File: config.mk
export PLATFORM = sky130hd
export DESIGN_NAME = ptl_regs
export DESIGN_NICKNAME = d
export VERILOG_FILES = /design/src/hdl/pixel_temporal_lowpass_assert.svh /design/src/hdl/ptl_pkg.sv /design/src/hdl/ptl_regs.sv
export SDC_FILE = /design/constraint.sdc
export NUM_CORES = 1
export LEC_CHECK = 0
export BUFFER_PORTS_ARGS = -buffer_cell sky130_fd_sc_hd__buf_2
export CAP_MARGIN = 0
export CORE_MARGIN = 2
export CORE_UTILIZATION = 27
export DETAILED_ROUTE_END_ITERATION = 10
export PLACE_DENSITY = 0.78
export SETUP_SLACK_MARGIN = 0.4
export SYNTH_ARGS = -nofsm -noshare
export SYNTH_HDL_FRONTEND = slang
export SYNTH_SLANG_ARGS = --single-unit
File: constraint.sdc
create_clock -name clk_i -period 0.9 [get_ports clk_i]
set_clock_uncertainty 0.05 [all_clocks]
set_input_delay 0.18 -clock clk_i [delete_from_list [all_inputs] [get_ports clk_i]]
set_output_delay 0.18 -clock clk_i [all_outputs]
set_load 0.02 [all_outputs]
File: src/hdl/pixel_temporal_lowpass_assert.svh
// ----------------------------------------------------------------------------
// pixel_temporal_lowpass_assert.svh
// Assertion macros for the temporal low-pass block, clocked on clk_i and
// held off while rst_ni is low.
// ----------------------------------------------------------------------------
`ifndef PIXEL_TEMPORAL_LOWPASS_ASSERT_SVH
`define PIXEL_TEMPORAL_LOWPASS_ASSERT_SVH

// same-cycle implication
`define PTL_ASSERT_NOW(lbl, ante, cons) \
  lbl: assert property (@(posedge clk_i) disable iff (!rst_ni) (ante) |-> (cons)) \
    else $error("temporal lowpass assertion failed");

// next-cycle implication
`define PTL_ASSERT_NEXT(lbl, ante, cons) \
  lbl: assert property (@(posedge clk_i) disable iff (!rst_ni) (ante) |=> (cons)) \
    else $error("temporal lowpass assertion failed");

`endif

File: src/hdl/ptl_pkg.sv
// ----------------------------------------------------------------------------
// ptl_pkg
// Shared types, constants and coefficient table of the temporal low-pass.
// ----------------------------------------------------------------------------
package ptl_pkg;

  localparam int IdxW     = 20;
  localparam int IdxExtW  = 25;
  localparam int SampleW  = 8;
  localparam int StoreW   = 2 * SampleW;
  localparam int CutoffW  = 4;
  localparam int PAddrW   = 3;
  localparam int PDataW   = 32;
  localparam int TableLen = 11;
  localparam int DecW     = 24;

  localparam int FrameSamplesDef = 1048576;
  localparam int CoefFracBitsDef = 20;

  localparam logic [CutoffW-1:0] CutoffMax = CutoffW'(TableLen - 1);
  localparam logic [SampleW-1:0] SampleMax = '1;

  // register indexes (paddr[2])
  localparam logic RegEnable = 1'b0;
  localparam logic RegCutoff = 1'b1;

  localparam logic [63:0] DecScale = 64'd10000000;

  // feedforward b and feedback |a|, units of 1e-7
  localparam logic [DecW-1:0] FfDec [TableLen] = '{
    24'd1571, 24'd3141, 24'd15683, 24'd31318, 24'd154663, 24'd304687,
    24'd1367287, 24'd2452373, 24'd3375000, 24'd4208000, 24'd5000000
  };
  localparam logic [DecW-1:0] FbDec [TableLen] = '{
    24'd9996859, 24'd9993719, 24'd9968633, 24'd9937365, 24'd9690674,
    24'd9390625, 24'd7265425, 24'd5095254, 24'd3249000, 24'd1584000, 24'd0
  };

  typedef struct packed {
    logic               enable;
    logic [CutoffW-1:0] cutoff;
  } cfg_t;

  typedef struct packed {
    logic s1_valid;
    logic s2_valid;
    logic hazard;
    logic store_wr;
  } stat_t;

  // round half up to Q0.frac, evaluated at elaboration only
  function automatic logic [63:0] to_fixed(input logic [DecW-1:0] dec, input int frac);
    logic [63:0] scaled;
    scaled = {40'b0, dec} << frac;
    return (scaled + DecScale / 2) / DecScale;
  endfunction

  function automatic int addr_width(input int depth);
    return (depth > 1) ? $clog2(depth) : 1;
  endfunction

endpackage

File: src/hdl/ptl_regs.sv
// ----------------------------------------------------------------------------
// ptl_regs
// APB configuration registers: filter enable and cutoff select.
// ----------------------------------------------------------------------------
module ptl_regs (
  input  logic                       clk_i,
  input  logic                       rst_ni,
  input  logic                       psel,
  input  logic                       penable,
  input  logic                       pwrite,
  input  logic [ptl_pkg::PAddrW-1:0] paddr,
  input  logic [ptl_pkg::PDataW-1:0] pwdata,
  output logic [ptl_pkg::PDataW-1:0] prdata,
  output logic                       pready,
  output ptl_pkg::cfg_t              cfg_o
);

  ptl_pkg::cfg_t cfg_q, cfg_d;
  logic          wr_req;
  logic          reg_idx;

  assign pready  = 1'b1;
  assign wr_req  = psel && penable && pwrite && pready;
  assign reg_idx = paddr[2];

  always_comb begin
    cfg_d = cfg_q;
    if (wr_req) begin
      unique case (reg_idx)
        ptl_pkg::RegEnable: cfg_d.enable = pwdata[0];
        ptl_pkg::RegCutoff: cfg_d.cutoff = pwdata[ptl_pkg::CutoffW-1:0];
        default: cfg_d = cfg_q;
      endcase
    end
  end

  always_comb begin
    unique case (reg_idx)
      ptl_pkg::RegEnable: prdata = ptl_pkg::PDataW'(cfg_q.enable);
      ptl_pkg::RegCutoff: prdata = ptl_pkg::PDataW'(cfg_q.cutoff);
      default: prdata = '0;
    endcase
  end

  always_ff @(posedge clk_i or negedge rst_ni) begin
    if (!rst_ni) begin
      cfg_q <= '0;
    end else begin
      cfg_q <= cfg_d;
    end
  end

  assign cfg_o = cfg_q;

endmodule

==> flow_metrics.tcl <==
set metrics [dict create \
    status "finished with violations" \
    violations "negative hold slack, negative setup slack" \
    worstSkewPairLatency_ns 0.23 \
    holdWs_ns -0.2975 \
    overflow 0 \
    grt_pass1_wl_mm 1.048 \
    powerDensity_nw_per_um2 1965 \
    drc 0 \
    vias 311 \
    netlist_instances 47 \
    antenna_found_initial 0 \
    max_freq_ghz 0.8012 \
    numCtsBuffers 3 \
    maxCapViolations 0 \
    power_mw 1.247 \
    met2_usage 0.1429 \
    dp_hpwl_um 641.8 \
    antenna_cells 0 \
    reg2reg_depth 3 \
    cp_max_fo 2 \
    fin_nets 115 \
    worst_setup_path_start_kind "flip-flop" \
    cts_sinks 5 \
    grt_pass1_vias 238 \
    mostFrequentLayoutCells "conb_1, buf_6, buf_2" \
    worstPathArrival_ns 1.02 \
    core_um2 1559 \
    top_usage_layer "met2" \
    crit_slowest_cell "dfrtp_2" \
    die_width_um 45.35 \
    path_buf_inv 1 \
    seq_area_frac_synth 0.2710 \
    avgSynthCellArea_um2 9.823 \
    cts_htree_levels 1 \
    die_area_um2 2057 \
    wl_um 765 \
    largest_register_ffs 5 \
    hp-class "primary input to async pin" \
    ys_ff_latch 5 \
    crit_type "flip-flop to output port" \
    slowest_delay_ns 0.39 \
    io_pins 78 \
    leakage_nw 0.3629 \
    grt_max_degree 6 \
    grt_util_met3 0.01200 \
    synth_area_leader_cell "buf_4" \
    tritoncts "built" \
    die_h_um 45.35 \
    viasPerCell 3.456 \
    area_growth_pct 37.40 \
    yosys_warnings 0 \
    period_share 1.387 \
    final_common_cell "conb_1" \
    start_util 0.2961 \
    use_met1 0.05854 \
    io_buffers 18 \
    routedWlPerCell_um 8.500 \
    dr.pass1.iters 1 \
    n_fill_cell 162 \
    syn-cell-area_um2 461.7 \
    drt-initial-drc-count 0 \
    crit_chain "mux2_4 -> buf_6" \
    path_clk_slew_ns 0.04 \
    synth_top_cell_area_share 0.4715 \
    layout-drive-gt1-share 0.5811 \
    crit_path_end_kind "output port" \
    multi_input_area_um2 242.7 \
    min_period_ns 1.248 \
    seqCellArea_um2 131.4 \
    ant_nets 0 \
    num_rows 14 \
    ir_worst_vdd_uv 441.9 \
    setup_viol 14 \
    cts_root_buffer "clkbuf_4" \
    grt_usage 0.07325 \
    synth_area_leaders "buf_4, dfrtp_1, mux2_2" \
    cp_top_family "flip-flops" \
    ys_types 7 \
    maxSlewViolCount 0 \
    cts_buffer_depth 2 \
    fin_ws_ns -0.3481 \
    place_congestion 0.5926 \
    hold_viol 5 \
    cp.depth 2 \
    rsz0062_at_grt "yes" \
    required_ns 0.67 \
]
## through the flow
stage / cells / worst slack [ns] / setup TNS [ns] / cell area, um2 / utilization
global placement: 82 / -0.1205 / -0.8356 / 506.7 / 0.3250
floorplan: 74 / -0.07872 / -0.07872 / 591.8 / -
global route: 90 / -0.3661 / -2.762 / 634.4 / 0.4069
finish: 90 / -0.3481 / -2.466 / 634.4 / 0.4069
CTS: 86 / -0.3582 / -2.013 / 589.3 / 0.3780
detailed placement: 82 / -0.1316 / -0.8780 / 506.7 / 0.3250
## path summary, 6_finish.rpt
| check | slack (ns) | from | end |
|---|---|---|---|
| max | -0.35 | cfg_o[4]$_DFFE_PN0P_ | prdata[0] |
| min in group clk_i | 0.13 | pwdata[3] | cfg_o[3]$_DFFE_PN0P_ |
| min reg2reg | 0.56 | cfg_o[3]$_DFFE_PN0P_ | cfg_o[3]$_DFFE_PN0P_ |
| max reg2reg | -0.14 | cfg_o[0]$_DFFE_PN0P_ | cfg_o[0]$_DFFE_PN0P_ |
| min | -0.30 | rst_ni | cfg_o[4]$_DFFE_PN0P_ |
| max in group asynchronous | 0.95 | rst_ni | cfg_o[3]$_DFFE_PN0P_ |
## routing by layer
metal  up-vias  share of wire
met5         -              0
met4         0              0
met3         0          0.068
met2        21           0.64
met1       144           0.29
li1        146              -
## report_power, final
part / leakage (nW) / switching, mW / internal, mW / total, mW
clock: 0.0150 / 0.0818 / 0.167 / 0.249
combinational: 0.293 / 0.326 / 0.357 / 0.682
sequential: 0.0546 / 0.0311 / 0.284 / 0.316
## what timing repair did
| item | CTS | global route |
|---|---|---|
| pin swaps | 0 | 2 |
| gates resized for setup | 18 | 4 |
| hold endpoints to repair | 5 | 5 |
| endpoints found under the setup margin | 14 | 14 |
| buffers inserted | 0 | 4 |
## layout make-up
| class | instances | area share |
|---|---|---|
| repair buffers | 25 | 0.3373 |
| well taps | 16 | 0.03156 |
| flip-flops and latches | 5 | 0.2071 |
| multi-input cells | 40 | 0.3826 |
| clock buffers | 4 | 0.04142 |
## cells by family (layout without fill, tap and decap cells)
| logic type | count (synthesis) | after routing | share of synthesized area |
|---|---|---|---|
| buffers and inverters | 29 | 29 | 0.4715 |
| flip-flops | 5 | 5 | 0.2710 |
| multiplexers | 6 | 6 | 0.1463 |
| other | 2 | 29 | 0.01627 |
| AND/OR/NAND/NOR | 5 | 5 | 0.09485 |
## cells in the mapped netlist
master / number
conb_1: 2
and2_2: 3
mux2_2: 6
buf_4: 29
nand4b_1: 1
nand4_2: 1
dfrtp_1: 5
Note: power is estimated with default switching activity, not from simulation.
