==> config.mk <==
export PLATFORM = sky130hd
export DESIGN_NAME = ptl_datapath_flat
export DESIGN_NICKNAME = d
export VERILOG_FILES = /design/src/hdl/pixel_temporal_lowpass_assert.svh /design/src/hdl/ptl_pkg.sv /design/src/hdl/ptl_in_if.sv /design/src/hdl/ptl_out_if.sv /design/src/hdl/ptl_datapath.sv /design/src/flat_wrapper.sv
export SDC_FILE = /design/constraint.sdc
export NUM_CORES = 1
export LEC_CHECK = 0
export ABC_AREA = 1
export ABC_CLOCK_PERIOD_IN_PS = 8300
export BUFFER_PORTS_ARGS = -buffer_cell sky130_fd_sc_hd__buf_4
export CAP_MARGIN = 20
export CORE_MARGIN = 5
export CORE_UTILIZATION = 59
export CTS_BUF_LIST = sky130_fd_sc_hd__clkbuf_4 sky130_fd_sc_hd__clkbuf_8
export CTS_CLUSTER_SIZE = 16
export DETAILED_ROUTE_END_ITERATION = 8
export PLACE_DENSITY = 0.8
export SYNTH_ARGS = -nofsm -noshare
export SYNTH_HDL_FRONTEND = slang
export SYNTH_SLANG_ARGS = --single-unit
==> constraint.sdc <==
create_clock -name clk_i -period 8.3 [get_ports clk_i]
set_clock_uncertainty 0.1 [all_clocks]
set_input_delay 1.66 -clock clk_i [delete_from_list [all_inputs] [get_ports clk_i]]
set_output_delay 1.66 -clock clk_i [all_outputs]
set_load 0.01 [all_outputs]
==> src/hdl/pixel_temporal_lowpass_assert.svh <==
// ----------------------------------------------------------------------------
// pixel_temporal_lowpass_assert.svh
// Assertion macros for the temporal low-pass block, clocked on clk_i and
// held off while rst_ni is low.
// ----------------------------------------------------------------------------
`ifndef PIXEL_TEMPORAL_LOWPASS_ASSERT_SVH
`define PIXEL_TEMPORAL_LOWPASS_ASSERT_SVH

// same-cycle implication
`define PTL_ASSERT_NOW(lbl, ante, cons) \
  lbl: assert property (@(posedge clk_i) disable iff (!rst_ni) (ante) |-> (cons)) \
    else $error("temporal lowpass assertion failed");

// next-cycle implication
`define PTL_ASSERT_NEXT(lbl, ante, cons) \
  lbl: assert property (@(posedge clk_i) disable iff (!rst_ni) (ante) |=> (cons)) \
    else $error("temporal lowpass assertion failed");

`endif

==> src/hdl/ptl_pkg.sv <==
// ----------------------------------------------------------------------------
// ptl_pkg
// Shared types, constants and coefficient table of the temporal low-pass.
// ----------------------------------------------------------------------------
package ptl_pkg;

  localparam int IdxW     = 20;
  localparam int IdxExtW  = 25;
  localparam int SampleW  = 8;
  localparam int StoreW   = 2 * SampleW;
  localparam int CutoffW  = 4;
  localparam int PAddrW   = 3;
  localparam int PDataW   = 32;
  localparam int TableLen = 11;
  localparam int DecW     = 24;

  localparam int FrameSamplesDef = 1048576;
  localparam int CoefFracBitsDef = 20;

  localparam logic [CutoffW-1:0] CutoffMax = CutoffW'(TableLen - 1);
  localparam logic [SampleW-1:0] SampleMax = '1;

  // register indexes (paddr[2])
  localparam logic RegEnable = 1'b0;
  localparam logic RegCutoff = 1'b1;

  localparam logic [63:0] DecScale = 64'd10000000;

  // feedforward b and feedback |a|, units of 1e-7
  localparam logic [DecW-1:0] FfDec [TableLen] = '{
    24'd1571, 24'd3141, 24'd15683, 24'd31318, 24'd154663, 24'd304687,
    24'd1367287, 24'd2452373, 24'd3375000, 24'd4208000, 24'd5000000
  };
  localparam logic [DecW-1:0] FbDec [TableLen] = '{
    24'd9996859, 24'd9993719, 24'd9968633, 24'd9937365, 24'd9690674,
    24'd9390625, 24'd7265425, 24'd5095254, 24'd3249000, 24'd1584000, 24'd0
  };

  typedef struct packed {
    logic               enable;
    logic [CutoffW-1:0] cutoff;
  } cfg_t;

  typedef struct packed {
    logic s1_valid;
    logic s2_valid;
    logic hazard;
    logic store_wr;
  } stat_t;

  // round half up to Q0.frac, evaluated at elaboration only
  function automatic logic [63:0] to_fixed(input logic [DecW-1:0] dec, input int frac);
    logic [63:0] scaled;
    scaled = {40'b0, dec} << frac;
    return (scaled + DecScale / 2) / DecScale;
  endfunction

  function automatic int addr_width(input int depth);
    return (depth > 1) ? $clog2(depth) : 1;
  endfunction

endpackage

==> src/hdl/ptl_in_if.sv <==
// ----------------------------------------------------------------------------
// ptl_in_if
// Sample request channel: pixel index, raw sample and prime flag.
// ----------------------------------------------------------------------------
interface ptl_in_if;
  logic                        valid;
  logic                        ready;
  logic [ptl_pkg::IdxW-1:0]    pixel_index;
  logic [ptl_pkg::SampleW-1:0] sample;
  logic                        prime;

  modport source (output valid, output pixel_index, output sample, output prime,
                  input ready);
  modport sink   (input valid, input pixel_index, input sample, input prime,
                  output ready);
endinterface

==> src/hdl/ptl_out_if.sv <==
// ----------------------------------------------------------------------------
// ptl_out_if
// Result request channel: filtered 8-bit intensity.
// ----------------------------------------------------------------------------
interface ptl_out_if;
  logic                        valid;
  logic                        ready;
  logic [ptl_pkg::SampleW-1:0] filtered;

  modport source (output valid, output filtered, input ready);
  modport sink   (input valid, input filtered, output ready);
endinterface

==> src/hdl/ptl_datapath.sv <==
// ----------------------------------------------------------------------------
// ptl_datapath
// Read-modify-write pipeline: store read on request, products in stage 1,
// sum/saturate and store write-back in stage 2, output register.
// ----------------------------------------------------------------------------
module ptl_datapath #(
  parameter int FRAME_SAMPLES  = ptl_pkg::FrameSamplesDef,
  parameter int COEF_FRAC_BITS = ptl_pkg::CoefFracBitsDef,
  parameter int AW             = ptl_pkg::addr_width(FRAME_SAMPLES)
) (
  input  logic                       clk_i,
  input  logic                       rst_ni,
  input  ptl_pkg::cfg_t              cfg_i,
  ptl_in_if.sink                     in_i,
  ptl_out_if.source                  out_o,
  output logic                       rd_en_o,
  output logic [AW-1:0]              rd_addr_o,
  input  logic [ptl_pkg::StoreW-1:0] rd_data_i,
  output logic                       wr_en_o,
  output logic [AW-1:0]              wr_addr_o,
  output logic [ptl_pkg::StoreW-1:0] wr_data_o,
  output ptl_pkg::stat_t             stat_o
);

  localparam int F    = COEF_FRAC_BITS;
  localparam int SW   = ptl_pkg::SampleW;
  localparam int PbW  = F + SW + 1;
  localparam int PaW  = F + SW;
  localparam int AccW = F + SW + 2;

  typedef enum logic [1:0] {KindPass, KindPrime, KindFilter} kind_e;

  // coefficient tables
  logic [F-1:0] bq_tab [ptl_pkg::TableLen];
  logic [F-1:0] aq_tab [ptl_pkg::TableLen];

  for (genvar g = 0; g < ptl_pkg::TableLen; g++) begin : g_coef
    localparam logic [63:0] Bq = ptl_pkg::to_fixed(ptl_pkg::FfDec[g], F);
    localparam logic [63:0] Aq = ptl_pkg::to_fixed(ptl_pkg::FbDec[g], F);
    assign bq_tab[g] = Bq[F-1:0];
    assign aq_tab[g] = Aq[F-1:0];
  end

  // stage 1
  logic                  v1_q, fwd1_q;
  kind_e                 kind1_q;
  logic [AW-1:0]         addr1_q;
  logic [SW-1:0]         x1_q, fwdx1_q, fwdy1_q;
  // stage 2
  logic                  v2_q;
  kind_e                 kind2_q;
  logic [AW-1:0]         addr2_q;
  logic [SW-1:0]         x2_q;
  logic [PbW-1:0]        pb2_q;
  logic [PaW-1:0]        pa2_q;
  // output
  logic                  ov_q;
  logic [SW-1:0]         y_q;

  logic                  in_req, en2, en3, move1, hz;
  logic                  in_range, wr_hit_in, wr_hit1;
  kind_e                 kind_in;
  logic [AW-1:0]         addr_in;
  logic [ptl_pkg::CutoffW-1:0] sel;
  logic [SW-1:0]         xp, yp, y2;
  logic [SW:0]           xsum;
  logic [PbW-1:0]        pb_d;
  logic [PaW-1:0]        pa_d;
  logic [AccW-1:0]       acc;
  logic [AccW-F-1:0]     yraw;

  assign in_range = {5'b0, in_i.pixel_index} < ptl_pkg::IdxExtW'(FRAME_SAMPLES);
  assign addr_in  = AW'(in_i.pixel_index);

  always_comb begin
    if (!cfg_i.enable || !in_range) begin
      kind_in = KindPass;
    end else if (in_i.prime) begin
      kind_in = KindPrime;
    end else begin
      kind_in = KindFilter;
    end
  end

  // flow control
  assign en3    = !ov_q || out_o.ready;
  assign en2    = !v2_q || en3;
  assign hz     = v1_q && (kind1_q == KindFilter) && v2_q && (kind2_q != KindPass)
                  && (addr2_q == addr1_q);
  assign move1  = v1_q && !hz && en2;
  assign in_i.ready = !v1_q || move1;
  assign in_req = in_i.valid && in_i.ready;

  assign rd_en_o   = in_req && (kind_in == KindFilter);
  assign rd_addr_o = addr_in;

  // write-back as stage 2 drains
  assign wr_en_o   = v2_q && en3 && (kind2_q != KindPass);
  assign wr_addr_o = addr2_q;
  assign wr_data_o = {x2_q, y2};

  assign wr_hit_in = wr_en_o && (wr_addr_o == addr_in);
  assign wr_hit1   = wr_en_o && (wr_addr_o == addr1_q);

  // stage 1 operands, newest write wins over store data
  assign xp   = fwd1_q ? fwdx1_q : rd_data_i[ptl_pkg::StoreW-1:SW];
  assign yp   = fwd1_q ? fwdy1_q : rd_data_i[SW-1:0];
  assign sel  = (cfg_i.cutoff > ptl_pkg::CutoffMax) ? ptl_pkg::CutoffMax : cfg_i.cutoff;
  assign xsum = {1'b0, x1_q} + {1'b0, xp};
  assign pb_d = PbW'(bq_tab[sel]) * PbW'(xsum);
  assign pa_d = PaW'(aq_tab[sel]) * PaW'(yp);

  // stage 2 sum, truncate, saturate
  assign acc  = AccW'(pb2_q) + AccW'(pa2_q);
  assign yraw = acc[AccW-1:F];

  always_comb begin
    if (kind2_q != KindFilter) begin
      y2 = x2_q;
    end else if (yraw > (AccW-F)'(ptl_pkg::SampleMax)) begin
      y2 = ptl_pkg::SampleMax;
    end else begin
      y2 = yraw[SW-1:0];
    end
  end

  always_ff @(posedge clk_i or negedge rst_ni) begin
    if (!rst_ni) begin
      v1_q   <= 1'b0;
      fwd1_q <= 1'b0;
      v2_q   <= 1'b0;
      ov_q   <= 1'b0;
    end else begin
      if (in_req) begin
        v1_q   <= 1'b1;
        fwd1_q <= wr_hit_in;
      end else if (move1) begin
        v1_q <= 1'b0;
      end else if (v1_q && wr_hit1) begin
        fwd1_q <= 1'b1;
      end
      if (en2) begin
        v2_q <= move1;
      end
      if (en3) begin
        ov_q <= v2_q;
      end
    end
  end

  always_ff @(posedge clk_i) begin
    if (in_req) begin
      kind1_q <= kind_in;
      addr1_q <= addr_in;
      x1_q    <= in_i.sample;
      fwdx1_q <= wr_data_o[ptl_pkg::StoreW-1:SW];
      fwdy1_q <= wr_data_o[SW-1:0];
    end else if (v1_q && !move1 && wr_hit1) begin
      fwdx1_q <= wr_data_o[ptl_pkg::StoreW-1:SW];
      fwdy1_q <= wr_data_o[SW-1:0];
    end
    if (move1) begin
      kind2_q <= kind1_q;
      addr2_q <= addr1_q;
      x2_q    <= x1_q;
      pb2_q   <= pb_d;
      pa2_q   <= pa_d;
    end
    if (en3 && v2_q) begin
      y_q <= y2;
    end
  end

  assign out_o.valid    = ov_q;
  assign out_o.filtered = y_q;

  assign stat_o.s1_valid = v1_q;
  assign stat_o.s2_valid = v2_q;
  assign stat_o.hazard   = hz;
  assign stat_o.store_wr = wr_en_o;

endmodule

==> src/flat_wrapper.sv <==
// flat-port wrapper written by rule: the top's interface ports become plain ports
module ptl_datapath_flat 
#(
  parameter int FRAME_SAMPLES  = ptl_pkg::FrameSamplesDef,
  parameter int COEF_FRAC_BITS = ptl_pkg::CoefFracBitsDef,
  parameter int AW             = ptl_pkg::addr_width(FRAME_SAMPLES)
)
  (clk_i, rst_ni, cfg_i, rd_en_o, rd_addr_o, rd_data_i, wr_en_o, wr_addr_o, wr_data_o, stat_o, in_i_valid, in_i_pixel_index, in_i_sample, in_i_prime, in_i_ready, out_o_valid, out_o_filtered, out_o_ready);
  ptl_in_if in_i_i ();
  ptl_out_if out_o_i ();
  input  logic clk_i;
  input  logic rst_ni;
  input  ptl_pkg::cfg_t cfg_i;
  output logic rd_en_o;
  output logic [AW-1:0] rd_addr_o;
  input  logic [ptl_pkg::StoreW-1:0] rd_data_i;
  output logic wr_en_o;
  output logic [AW-1:0] wr_addr_o;
  output logic [ptl_pkg::StoreW-1:0] wr_data_o;
  output ptl_pkg::stat_t stat_o;
  input wire logic [$bits(in_i_i.valid)-1:0] in_i_valid;
  input wire logic [$bits(in_i_i.pixel_index)-1:0] in_i_pixel_index;
  input wire logic [$bits(in_i_i.sample)-1:0] in_i_sample;
  input wire logic [$bits(in_i_i.prime)-1:0] in_i_prime;
  output wire logic [$bits(in_i_i.ready)-1:0] in_i_ready;
  output wire logic [$bits(out_o_i.valid)-1:0] out_o_valid;
  output wire logic [$bits(out_o_i.filtered)-1:0] out_o_filtered;
  input wire logic [$bits(out_o_i.ready)-1:0] out_o_ready;
  assign in_i_i.valid = in_i_valid;
  assign in_i_i.pixel_index = in_i_pixel_index;
  assign in_i_i.sample = in_i_sample;
  assign in_i_i.prime = in_i_prime;
  assign in_i_ready = in_i_i.ready;
  assign out_o_valid = out_o_i.valid;
  assign out_o_filtered = out_o_i.filtered;
  assign out_o_i.ready = out_o_ready;
  ptl_datapath #(.FRAME_SAMPLES(FRAME_SAMPLES), .COEF_FRAC_BITS(COEF_FRAC_BITS), .AW(AW)) u_core (.clk_i(clk_i), .rst_ni(rst_ni), .cfg_i(cfg_i), .in_i(in_i_i), .out_o(out_o_i), .rd_en_o(rd_en_o), .rd_addr_o(rd_addr_o), .rd_data_i(rd_data_i), .wr_en_o(wr_en_o), .wr_addr_o(wr_addr_o), .wr_data_o(wr_data_o), .stat_o(stat_o));
endmodule
==> key figures <==
Synthesis
  • Top post-synthesis cells by area: fa_1 26%, edfxtp_1 23%, ha_1 9.6%
  • Mapped Cells: about 2.2k
  • Ys flop type: edfxtp_1
  • Yosys reg bits: 145
  • Yosys Warn Count: 0
  • Share of the synthesized area in the top cell type: about 26%
  • Post-synth EDFFs: between 100 and 150
  • Mapped cell area: 0.0183 mm2
  • Leading area contributor after synthesis: fa_1
  • Unique masters post-synth: approximately 60
  • Mapped Nets: 2614
  • Async set-or-reset flop fraction in the synthesized netlist: about 2.8%
  • Sequential element share of the synthesized area: 23.6%
  • Mapped Avg Cell Area: between 8 and 9 um2

Critical path
  • Most used cell, CP: nand2_1
  • Worst Path Required: around 8.4 ns
  • CP max stage delay: between 0.5 and 0.6 ns
  • CP endpoint kind: register
  • Critical Path AT: roughly 7.5 ns
  • Critical Path Fanout Max: 18
  • Worst setup SP type: input pin
  • Critical Path Slowest Stage Cell: fa_1
  • Setup CP Type: in2reg

Timing
  • Worst slew pin tran: about 0.68 ns
  • Smallest hold slack: between 0.3 and 0.4 ns
  • Max-slew violations: 0
  • Fin. Hold Viols: 0
  • Count of final setup violators: 0
  • Relative slew slack: between 50% and 60%
  • RSZ-0062 raised after global routing: false
  • Min Tclk post-route: ~7.4 ns
  • Setup TNS: 0 ns
  • Max Freq: roughly 140 MHz
  • Fin crit share: between 80% and 90%

Global route
  • Initial antenna violation count: 0
  • Total GRT Usage: approximately 30%
  • Overflow after GRT: 0
  • Largest net degree at the start of global routing: about 90
  • First-pass GRT wire length: a little over 80 mm
  • Vias in the first global route: about 16k

Outcome
  • Status: complete, no violations

Clock network
  • Root buf cell: clkbuf_8
  • H-tree levels: 4
  • Cts repair resizes: 0
  • Clock-pin slew on the worst setup and hold paths: between 0.1 and 0.15 ns
  • TritonCTS clock tree: yes
  • Clk Latency, worst-skew pair: 0.52 ns
  • Post-CTS Setup Inserts: 0
  • Clock buffer depth: 2
  • Num CTS Buffers: 17
  • Clock sink count: about 150
  • Hold_buf cts: 0

Routing
  • Total wire length: approximately 50 mm
  • Drt pass-1 iters: 7
  • Via count: ~15k
  • Post-route antenna net violation count: 0
  • Routed wire per std cell: 18.7 um
  • Met3 wire len: 4.94 mm
  • Drt via density: 5.55
  • Max layer used: met4
  • DRC Markers: 0
  • Initial DRC count: between 1k and 1.5k
  • Met1 wire length: between 15 and 20 mm
  • Met2 routed WL: 22.9 mm

Floorplan
  • Vert. Die Dim: around 190 um
  • Num rows: 64
  • Die X: 186 um
  • Initial Utilization: 59.8%
  • I/O pin cnt: 126
  • Die footprint: ~0.035 mm2
  • Core Box Area: between 0.03 and 0.04 mm2

Placed design
  • Placer Congestion: 1.00
  • Dpl cells: 2666
  • DP Wirelength: 41.6 mm
  • Port Buffer Count: about 130

Final layout
  • Final std cells w/o fill: around 2.7k
  • Final nets: roughly 2.7k
  • Ant diodes: 0
  • FILL cells: approximately 2.5k
  • Commonest cells after routing, fill and taps aside: 435 x inv_1, 413 x nand2_1, 338 x nor2_1, 236 x fa_1
  • Area Growth Syn to Fin: 9.21%
  • Most common cell after layout, fill and taps aside: inv_1
  • Share of layout cells above drive strength 1: roughly 11%

Run
  • Max Cap Viol: 0

Hold path
  • Hold WC Path Type: reg2reg
[final cells by class]
class | instances | area (um2) | area share (%)
Clock inverter | 15 | 213 | 1.06
Multi-Input combinational cell | 1526 | 11900 | 59.6
Tap cell | 396 | 495 | 2.47
Timing Repair Buffer | 142 | 1090 | 5.42
Sequential cell | 145 | 4330 | 21.6
Inverter | 458 | 1720 | 8.60
Clock buffer | 17 | 234 | 1.17
[synth_stat cells, types with 17 or more instances]
cell / count
a21oi_1: 90
buf_2: 17
buf_4: 27
edfxtp_1: 141
fa_1: 236
ha_1: 141
inv_1: 435
inv_2: 21
nand2_1: 413
nand3_1: 53
nor2_1: 339
nor3_1: 17
o21ai_0: 39
xnor2_1: 42
xor2_1: 31
[flip-flops by register name, summed over array words and instances, names as in the netlist]
name,flops
u_core.fwdx1_q,8
u_core.out_o.valid,1
u_core.pb2_q,29
u_core.fwd1_q,1
u_core.kind1_q,2
u_core.pa2_q,28
u_core.kind2_q,2
u_core.v1_q,1
u_core.v2_q,1
u_core.addr1_q,20
u_core.x2_q,8
u_core.fwdy1_q,8
u_core.out_o.filtered,8
u_core.wr_addr_o,20
u_core.x1_q,8
[cell families (layout without fill, tap and decap cells)]
| family | count (synthesis) | in the layout | synth area share, % |
|---|---|---|---|
| mux | 7 | 7 | 0.430 |
| fa+ha+maj | 377 | 377 | 35.4 |
| simple gates | 868 | 868 | 19.1 |
| xor+xnor | 73 | 73 | 3.49 |
| buf+inv | 512 | 632 | 11.3 |
| flops | 145 | 145 | 23.6 |
| compound gates | 201 | 201 | 6.69 |
[layer usage]
metal | track usage [%] | vias up
met5 | 0 | -
met4 | 13.5 | 0
met3 | 7.00 | 132
met2 | 48.1 | 807
met1 | 40.2 | 7106
li1 | - | 6928
[worst paths after layout]
check / from / to / slack, ns / cells past startpoint
max: cfg_i[3] / u_core.pb2_q[28] / 0.90 / 30
min: u_core.addr1_q[11] / u_core.wr_addr_o[11] / 0.37 / 0
max reg2reg: u_core.fwd1_q / u_core.pb2_q[25] / 1.64 / 22
min reg2reg: u_core.addr1_q[11] / u_core.wr_addr_o[11] / 0.37 / 0
max in group asynchronous: rst_ni / u_core.v2_q / 7.13 / 1
min in group asynchronous: rst_ni / u_core.out_o.valid / 0.81 / 1
[critical path: cells and delay by family]
family | cells | cell delay (ns)
AND/OR/NAND/NOR | 7 | 0.90
AO/OA/AOI/OAI | 7 | 1.25
XOR/XNOR | 1 | 0.14
buffers and inverters | 9 | 1.10
adder cells (fa/ha/maj) | 6 | 2.49
[through the flow]
| step | area, um2 | util (%) | setup WS, ns |
|---|---|---|---|
| detailed placement | 19600 | 63.7 | 0.503 |
| CTS | 20000 | 65.2 | 1.01 |
| finish | 20000 | 65.3 | 0.901 |
| floorplan | 18300 | - | 1.16 |
| global route | 20000 | 65.3 | 0.517 |
| global placement | 19600 | 63.7 | 0.657 |
Power is left out: the tool's default activity adds up to more than one toggle a clock period on the data nets, which glitch-free logic cannot reach.
